**src/sv/sau_pkg.sv**
```systemverilog
`timescale 1ns / 1ps
`default_nettype none

package sau_pkg;

   // stack geometry
   localparam int STACK_DEPTH = 64;
   localparam int ADDR_W      = $clog2(STACK_DEPTH);
   localparam int COUNT_W     = $clog2(STACK_DEPTH + 1);
   localparam int DEPTH_W     = 7;
   localparam int DATA_W      = 32;

   // divider sequencing
   localparam int DIV_STEPS = DATA_W;
   localparam int DIV_CNT_W = $clog2(DIV_STEPS + 1);

   // operation codes
   localparam logic [2:0] OP_PUSH = 3'd0;
   localparam logic [2:0] OP_SUB  = 3'd1;
   localparam logic [2:0] OP_DIV  = 3'd2;
   localparam logic [2:0] OP_MUL  = 3'd3;
   localparam logic [2:0] OP_MOD  = 3'd4;

   // status codes
   localparam logic [1:0] STATUS_OK      = 2'd0;
   localparam logic [1:0] STATUS_SHORT   = 2'd1;
   localparam logic [1:0] STATUS_DIVZERO = 2'd2;
   localparam logic [1:0] STATUS_FULL    = 2'd3;

   typedef enum logic [2:0] {
      ST_IDLE,
      ST_EXEC,
      ST_DIV,
      ST_WB,
      ST_RESP
   } state_type;

   // divider result handed back to the sequencer
   typedef struct packed {
      logic              done;
      logic [DATA_W-1:0] quotient;
      logic [DATA_W-1:0] remainder;
   } div_result_type;

endpackage

`default_nettype wire

```
**src/sv/sau_div.sv**
```systemverilog
`timescale 1ns / 1ps
`default_nettype none

module sau_div
   import sau_pkg::*;
(
   input  wire logic                     clock,
   input  wire logic                     reset,
   input  wire logic                     start,
   input  wire logic signed [DATA_W-1:0] dividend,
   input  wire logic signed [DATA_W-1:0] divisor,
   output div_result_type                result
);

   logic                 running_ff, running_in;
   logic                 done_ff, done_in;
   logic [DIV_CNT_W-1:0] cnt_ff, cnt_in;
   logic [DATA_W-1:0]    rem_ff, rem_in;
   logic [DATA_W-1:0]    quo_ff, quo_in;
   logic [DATA_W-1:0]    dmag_ff, dmag_in;
   logic                 neg_q_ff, neg_q_in;
   logic                 neg_r_ff, neg_r_in;

   logic [DATA_W:0]      partial;
   logic [DATA_W:0]      trial;

   // one restoring step per cycle on magnitudes
   always_comb begin
      running_in = running_ff;
      done_in    = 1'b0;
      cnt_in     = cnt_ff;
      rem_in     = rem_ff;
      quo_in     = quo_ff;
      dmag_in    = dmag_ff;
      neg_q_in   = neg_q_ff;
      neg_r_in   = neg_r_ff;
      partial    = {rem_ff, quo_ff[DATA_W-1]};
      trial      = partial - {1'b0, dmag_ff};
      if (start) begin
         running_in = 1'b1;
         cnt_in     = '0;
         rem_in     = '0;
         quo_in     = dividend[DATA_W-1] ? (~dividend + 1'b1) : dividend;
         dmag_in    = divisor[DATA_W-1] ? (~divisor + 1'b1) : divisor;
         neg_q_in   = dividend[DATA_W-1] ^ divisor[DATA_W-1];
         neg_r_in   = dividend[DATA_W-1];
      end else if (running_ff) begin
         if (!trial[DATA_W]) begin
            rem_in = trial[DATA_W-1:0];
            quo_in = {quo_ff[DATA_W-2:0], 1'b1};
         end else begin
            rem_in = partial[DATA_W-1:0];
            quo_in = {quo_ff[DATA_W-2:0], 1'b0};
         end
         cnt_in = cnt_ff + 1'b1;
         if (cnt_ff == DIV_CNT_W'(DIV_STEPS - 1)) begin
            running_in = 1'b0;
            done_in    = 1'b1;
         end
      end
   end

   always_ff @(posedge clock) begin
      if (reset) begin
         running_ff <= 1'b0;
         done_ff    <= 1'b0;
      end else begin
         running_ff <= running_in;
         done_ff    <= done_in;
      end
      cnt_ff   <= cnt_in;
      rem_ff   <= rem_in;
      quo_ff   <= quo_in;
      dmag_ff  <= dmag_in;
      neg_q_ff <= neg_q_in;
      neg_r_ff <= neg_r_in;
   end

   // sign fix: quotient toward zero, remainder follows the dividend
   assign result.done      = done_ff;
   assign result.quotient  = neg_q_ff ? (~quo_ff + 1'b1) : quo_ff;
   assign result.remainder = neg_r_ff ? (~rem_ff + 1'b1) : rem_ff;

endmodule

`default_nettype wire

```
**src/sv/stack_arithmetic_unit.sv**
```systemverilog
`timescale 1ns / 1ps
`default_nettype none

// Stack arithmetic unit: a 64-entry stack of signed 32-bit words held in a
// synchronous RAM, with the top entry mirrored in a register. One operation
// is taken at a time. A push, an error and an unused code go from idle to
// the response state, which loads the result register once the output
// side is free. Subtract and multiply first read the second entry from
// RAM, then compute, then write back. Divide and modulo read the second
// entry, then wait on the shared radix-2 divider, which retires one
// quotient bit per cycle over 32 steps, then write back. The next input is
// taken in the cycle after the result is loaded, even while that result
// still waits at the output. The stack RAM needs no clearing after reset.
module stack_arithmetic_unit
   import sau_pkg::*;
(
   input  wire logic                     clock,
   input  wire logic                     reset,
   input  wire logic                     req_valid,
   output logic                          req_stall,
   input  wire logic [2:0]               req_operation,
   input  wire logic signed [DATA_W-1:0] req_push_value,
   output logic                          rsp_valid,
   input  wire logic                     rsp_stall,
   output logic [1:0]                    rsp_status,
   output logic signed [DATA_W-1:0]      rsp_top_value,
   output logic [DEPTH_W-1:0]            rsp_stack_depth
);

   logic [DATA_W-1:0] stack_mem [STACK_DEPTH];

   state_type          state_ff, state_in;
   logic [COUNT_W-1:0] count_ff, count_in;
   logic [DATA_W-1:0]  top_ff, top_in;
   logic [1:0]         status_ff, status_in;
   logic [2:0]         op_ff, op_in;
   logic [DATA_W-1:0]  res_ff, res_in;
   logic [DATA_W-1:0]  rd_data_ff;

   logic               rsp_valid_ff, rsp_valid_in;
   logic [1:0]         rsp_status_ff, rsp_status_in;
   logic [DATA_W-1:0]  rsp_top_ff, rsp_top_in;
   logic [DEPTH_W-1:0] rsp_depth_ff, rsp_depth_in;

   logic               mem_we;
   logic [ADDR_W-1:0]  mem_waddr;
   logic [DATA_W-1:0]  mem_wdata;
   logic               mem_re;
   logic [COUNT_W-1:0] below_idx;
   logic [2*DATA_W-1:0] product;

   logic               div_start;
   div_result_type     div_res;

   sau_div u_div (
      .clock    (clock),
      .reset    (reset),
      .start    (div_start),
      .dividend (rd_data_ff),
      .divisor  (top_ff),
      .result   (div_res)
   );

   assign below_idx = count_ff - COUNT_W'(2);
   assign product   = rd_data_ff * top_ff;
   assign req_stall = (state_ff != ST_IDLE);

   // sequencer: check, read second entry, compute, write back, respond
   always_comb begin
      state_in      = state_ff;
      count_in      = count_ff;
      top_in        = top_ff;
      status_in     = status_ff;
      op_in         = op_ff;
      res_in        = res_ff;
      rsp_valid_in  = rsp_valid_ff && rsp_stall;
      rsp_status_in = rsp_status_ff;
      rsp_top_in    = rsp_top_ff;
      rsp_depth_in  = rsp_depth_ff;
      mem_we        = 1'b0;
      mem_waddr     = below_idx[ADDR_W-1:0];
      mem_wdata     = res_ff;
      mem_re        = 1'b0;
      div_start     = 1'b0;
      case (state_ff)
         ST_IDLE: begin
            if (req_valid) begin
               op_in     = req_operation;
               status_in = STATUS_OK;
               state_in  = ST_RESP;
               case (req_operation)
                  OP_PUSH: begin
                     if (count_ff >= COUNT_W'(STACK_DEPTH)) begin
                        status_in = STATUS_FULL;
                     end else begin
                        mem_we    = 1'b1;
                        mem_waddr = count_ff[ADDR_W-1:0];
                        mem_wdata = req_push_value;
                        top_in    = req_push_value;
                        count_in  = count_ff + 1'b1;
                     end
                  end
                  OP_SUB, OP_DIV, OP_MUL, OP_MOD: begin
                     if (count_ff < COUNT_W'(2)) begin
                        status_in = STATUS_SHORT;
                     end else if ((req_operation == OP_DIV || req_operation == OP_MOD)
                                  && top_ff == '0) begin
                        status_in = STATUS_DIVZERO;
                     end else begin
                        mem_re   = 1'b1;
                        state_in = ST_EXEC;
                     end
                  end
                  default: begin
                     status_in = STATUS_OK;
                  end
               endcase
            end
         end
         ST_EXEC: begin
            case (op_ff)
               OP_SUB: begin
                  res_in   = rd_data_ff - top_ff;
                  state_in = ST_WB;
               end
               OP_MUL: begin
                  res_in   = product[DATA_W-1:0];
                  state_in = ST_WB;
               end
               OP_DIV, OP_MOD: begin
                  div_start = 1'b1;
                  state_in  = ST_DIV;
               end
               default: begin
                  state_in = ST_WB;
               end
            endcase
         end
         ST_DIV: begin
            if (div_res.done) begin
               res_in   = (op_ff == OP_DIV) ? div_res.quotient : div_res.remainder;
               state_in = ST_WB;
            end
         end
         ST_WB: begin
            mem_we   = 1'b1;
            top_in   = res_ff;
            count_in = count_ff - 1'b1;
            state_in = ST_RESP;
         end
         ST_RESP: begin
            if (!rsp_valid_ff || !rsp_stall) begin
               rsp_valid_in  = 1'b1;
               rsp_status_in = status_ff;
               rsp_top_in    = (count_ff != '0) ? top_ff : '0;
               rsp_depth_in  = DEPTH_W'(count_ff);
               state_in      = ST_IDLE;
            end
         end
         default: begin
            state_in = ST_IDLE;
         end
      endcase
   end

   // stack ram: one write port, one registered read port
   always_ff @(posedge clock) begin
      if (mem_we) begin
         stack_mem[mem_waddr] <= mem_wdata;
      end
      if (mem_re) begin
         rd_data_ff <= stack_mem[below_idx[ADDR_W-1:0]];
      end
   end

   always_ff @(posedge clock) begin
      if (reset) begin
         state_ff     <= ST_IDLE;
         count_ff     <= '0;
         rsp_valid_ff <= 1'b0;
      end else begin
         state_ff     <= state_in;
         count_ff     <= count_in;
         rsp_valid_ff <= rsp_valid_in;
      end
      top_ff        <= top_in;
      status_ff     <= status_in;
      op_ff         <= op_in;
      res_ff        <= res_in;
      rsp_status_ff <= rsp_status_in;
      rsp_top_ff    <= rsp_top_in;
      rsp_depth_ff  <= rsp_depth_in;
   end

   // result transfer outputs
   assign rsp_valid       = rsp_valid_ff;
   assign rsp_status      = rsp_status_ff;
   assign rsp_top_value   = rsp_top_ff;
   assign rsp_stack_depth = rsp_depth_ff;

endmodule

`default_nettype wire
```
**config.mk**
```make
export PLATFORM = sky130hd
export DESIGN_NAME = stack_arithmetic_unit
export DESIGN_NICKNAME = d
export VERILOG_FILES = /design/src/sv/sau_pkg.sv /design/src/sv/sau_div.sv /design/src/sv/stack_arithmetic_unit.sv
export SDC_FILE = /design/constraint.sdc
export NUM_CORES = 2
export LEC_CHECK = 0
export BUFFER_PORTS_ARGS = -buffer_cell sky130_fd_sc_hd__clkbuf_2
export CAP_MARGIN = 30
export CORE_MARGIN = 1.5
export CORE_UTILIZATION = 64
export CTS_CLUSTER_DIAMETER = 100
export DETAILED_ROUTE_END_ITERATION = 16
export PLACE_DENSITY = 0.8
export SLEW_MARGIN = 20
export SYNTH_ARGS = -nofsm -noshare
export SYNTH_HDL_FRONTEND = slang
export SYNTH_SLANG_ARGS = --single-unit
```
**constraint.sdc**
```tcl
create_clock -name clock -period 8.92 [get_ports clock]
set_clock_uncertainty 0.1 [all_clocks]
set_input_delay 0.446 -clock clock [delete_from_list [all_inputs] [get_ports clock]]
set_output_delay 0.446 -clock clock [all_outputs]
set_load 0.005 [all_outputs]
```
==> metrics.csv <==
stage,metric,value,unit
power_and_ir_drop,Reg power frac,43.4,%
cts,Inserted Clock Buffers,220,
hold_path,Hold Path Origin,req_push_value[12],
sta,setup TNS,0,ns
sta,final setup fails,0,
setup_path,flop2flop setup slack,0.74,ns
sta,f_max,122,MHz
global_route,initial antenna violation count,25,
routing,routed len/inst,37.3,µm
synthesis,post-synth top area cell,edfxtp_1,
power_and_ir_drop,leakage,41.8,nW
synthesis,Async SR Flop Fraction,0,%
routing,detailed-route via count,66400,
routing,vias per inst,7.14,
sta,RSZ-0062 raised after global routing,false,
synthesis,top cell type's share of synthesized area,61.5,%
setup_path,CP Class,register to register,
global_route,most used routing layer,met2,
setup_path,Reg-to-Reg Start,rd_data_ff[7]$_DFFE_PP_,
final_layout,area delta synth->final,11.0,%
cts,Root Driver,clkbuf_16,
floorplanning,row cnt,152,
setup_path,critical path cell sequence,"and2_1, fa_1, fa_1, fa_1, inv_1, fa_1, inv_1, ha_1, ha_1, fa_1, fa_1, ha_1, nand3_1, a211oi_1, o22ai_1, o211ai_1, o21ai_0, buf_4, o21ai_0, o32ai_1, xnor2_1, a21oi_1, a21oi_1",
synthesis,Ys Warns,0,
synthesis,unique cell type count in the Yosys netlist,78,
cts,clk slew on worst S/H paths,0.06,ns
floorplanning,Initial Util,64.3,%
sta,Final period util,91.7,%
synthesis,top_reg_cell synth,edfxtp_1,
power_and_ir_drop,Internal,19.6,mW
global_route,met3 Usage GRT,9.17,%
global_route,first-pass GRT wire length,491000,µm
routing,Residual DRC,0,
synthesis,"FF+latch count, synth",2307,
cts,Max Buffers Root-to-Sink,3,
power_and_ir_drop,VDD IR max,0.268,mV
placement,dpl hpwl,198000,µm
synthesis,Syn Nets,7264,
global_route,grt total ovfl,0,
final_layout,Final Non-Filler Cells,9303,
power_and_ir_drop,Pwr per Cell Area,226,mW/mm²
routing,Final ANT Viol Nets,0,
floorplanning,I/O Pins,82,
setup_path,critical path's most frequent cell,fa_1,
global_route,met1 usage in global routing,50.8,%
power_and_ir_drop,switching share of power,29.3,%
routing,detailed-router iteration count before antenna repair,9,
synthesis,most frequent cells after synthesis,"2256 x edfxtp_1, 664 x mux4_2, 593 x nand2_1, 465 x inv_1, 411 x fa_1",
global_route,vias in the first global route,66700,
sta,min Tclk post-route,8.18,ns
setup_path,Max Fanout on Critical Path,22,
floorplanning,die width,418,µm
floorplanning,Die ar.,0.175,mm²
floorplanning,Placeable Area,0.171,mm²
hold_path,WHS Endpoint,top_ff[12]$_DFFE_PP_,
sta,Rel. slew slack,27.9,%
synthesis,sequential area share after synthesis,62.4,%
setup_path,CP peak stage delay,0.98,ns
final_layout,"Design Area, Final",0.122,mm²
setup_path,CP Capture Type,register,
synthesis,Post-synth EDFFs,2256,
sta,final hold slack,0.0523,ns
synthesis,cell area after synthesis,0.110,mm²
final_layout,share of cells above drive strength 1,20.2,%
sta,Final Hold Fails,0,
routing,Total Wirelength,347000,µm
cts,H-tree levels,4,
cts,"Clk Latency, worst-skew pair",0.91,ns
setup_path,Critical Path AT,8.67,ns
power_and_ir_drop,power share of the clock group,34.9,%
sta,fin. max-slew vios,0,
synthesis,top-count cell post-synth,edfxtp_1,
global_route,GR Layer Usage met2,63.9,%
routing,number of DRC markers in iteration 0,10800,
placement,IO Port Bufs,81,
setup_path,CP Data Required Time,9.40,ns
synthesis,synth top area cells,"edfxtp_1 61%, mux4_2 14%, fa_1 7.5%",
sta,Final WS setup,0.736,ns
flow_run,number of max-cap violations,0,
cts,CTS tree,built,
synthesis,Syn Area/Cell,16.7,µm²
placement,dpl cell area,0.115,mm²
placement,RePlAce Congestion,0.985,
run_status,outcome,"complete, no violations",
setup_path,Slowest cell on crit path,edfxtp_1,
global_route,largest net degree at the start of global routing,134,
power_and_ir_drop,"Power, Total",27.7,mW
placement,Cells after DPL,8835,
sta,Least-Margin Pin Slew,1.08,ns
synthesis,Mapped Cells,6601,
cts,CTS Sinks,2307,
final_layout,Final nets,7457,
power_and_ir_drop,Logic pwr share,21.7,%
setup_path,reg2reg path depth,23,
global_route,total track usage,40.3,%
power_and_ir_drop,switching pwr,8.10,mW
placement,DP Worst Slack,0.751,ns
final_layout,utilization after layout,71.4,%
hold_path,Worst Hold Class,primary input to register,
floorplanning,Die Ht,418,µm
setup_path,Startpoint Class,register,
hold_path,Hold Path Cell Cnt,3,
setup_path,R2R Path End,res_ff[31]$_DFFE_PP_,
==> cell usage in the layout, fill, tap and decap left out, types with 47 or more instances in the layout <==
cell,Yosys,final
mux4_2,664,664
a21oi_1,166,164
edfxtp_1,2256,2256
dfxtp_1,51,49
nor2_1,225,159
xor2_1,103,100
buf_4,1,164
and2_1,262,261
clkinv_2,0,47
xnor2_1,165,165
fa_1,411,411
clkbuf_2,0,81
o21ai_0,170,170
clkinv_1,1,50
nand2_1,593,560
inv_1,465,464
ha_1,213,212
nor2_4,0,65
clkbuf_16,0,222
==> sequential cells by signal, summed over array words and instances (netlist names), 2 cells and up <==
register / flops
rd_data_ff: 32
rsp_status: 2
res_ff: 32
stack_mem: 2048
state_ff: 3
rsp_stack_depth: 7
rsp_top_value: 32
u_div.quo_ff: 32
u_div.dmag_ff: 32
op_ff: 3
status_ff: 2
u_div.rem_ff: 32
u_div.cnt_ff: 6
count_ff: 7
top_ff: 32
==> power by group through the flow <==
stage	Clock, mW	Combinational (mW)	Sequential, mW
after global routing	10.0	6.38	12.0
after CTS	9.67	5.91	12.0
after detailed placement	0	5.79	12.2
final	9.66	6.01	12.0
after global placement	0	5.73	12.2
after floorplan	0	3.83	12.2
==> layer usage <==
layer	part of all wire (%)	vias up
li1	-	25200
met1	33	33800
met2	48	6007
met3	12	1375
met4	7.7	22
met5	0.041	-
==> cells by family (layout without fill, tap and decap cells) <==
| logic type | count (synthesis) | in the layout | synth area share [%] |
|---|---|---|---|
| adders and majority gates | 624 | 624 | 9.89 |
| and+or+nand+nor | 1297 | 1297 | 5.47 |
| DFF | 2307 | 2307 | 62.4 |
| other | 0 | 10 | 0 |
| AOI/OAI and AO/OA | 588 | 588 | 3.30 |
| buffers and inverters | 814 | 1196 | 2.85 |
| muxes | 702 | 702 | 13.9 |
| xor gates and xnor gates | 269 | 269 | 2.16 |
==> worst max-delay path, delay by kind of cell, from the launching register on <==
| kind | cells | cell delay (ns) |
|---|---|---|
| flip-flops | 1 | 0.98 |
| AO/OA/AOI/OAI | 8 | 1.98 |
| AND/OR/NAND/NOR | 2 | 0.53 |
| XOR/XNOR | 1 | 0.14 |
| adder cells (fa/ha/maj) | 9 | 3.89 |
| buffers and inverters | 3 | 0.28 |
==> cell type report <==
type,count,area [µm²]
Fill cell,9674,49000
Timing Repair Buffer,317,2650
Antenna cell,10,25.0
Multi-Input combinational cell,3480,39000
Clock inverter,146,1440
Tap cell,2310,2890
Sequential cell,2307,68800
Inverter,468,1760
Clock buffer,265,5770
==> how the worst max path moves through the flow <==
stage	from	endpoint	slack, ns	cells after the start
CTS	rd_data_ff[13]$_DFFE_PP_	res_ff[31]$_DFFE_PP_	0.76	24
global route	rd_data_ff[13]$_DFFE_PP_	res_ff[29]$_DFFE_PP_	0.36	23
global placement	rd_data_ff[13]$_DFFE_PP_	res_ff[31]$_DFFE_PP_	0.85	24
finish	rd_data_ff[7]$_DFFE_PP_	res_ff[31]$_DFFE_PP_	0.74	23
detailed placement	rd_data_ff[13]$_DFFE_PP_	res_ff[31]$_DFFE_PP_	0.75	24
floorplan	top_ff[2]$_DFFE_PP_	res_ff[31]$_DFFE_PP_	1.68	25
==> repair_timing <==
item,4_1_cts,5_1_grt
buffers inserted,0,0
hold endpoints to repair,45,0
gates resized for setup,0,0
hold buffers,35,0
Note: power is estimated with default switching activity, not from simulation.
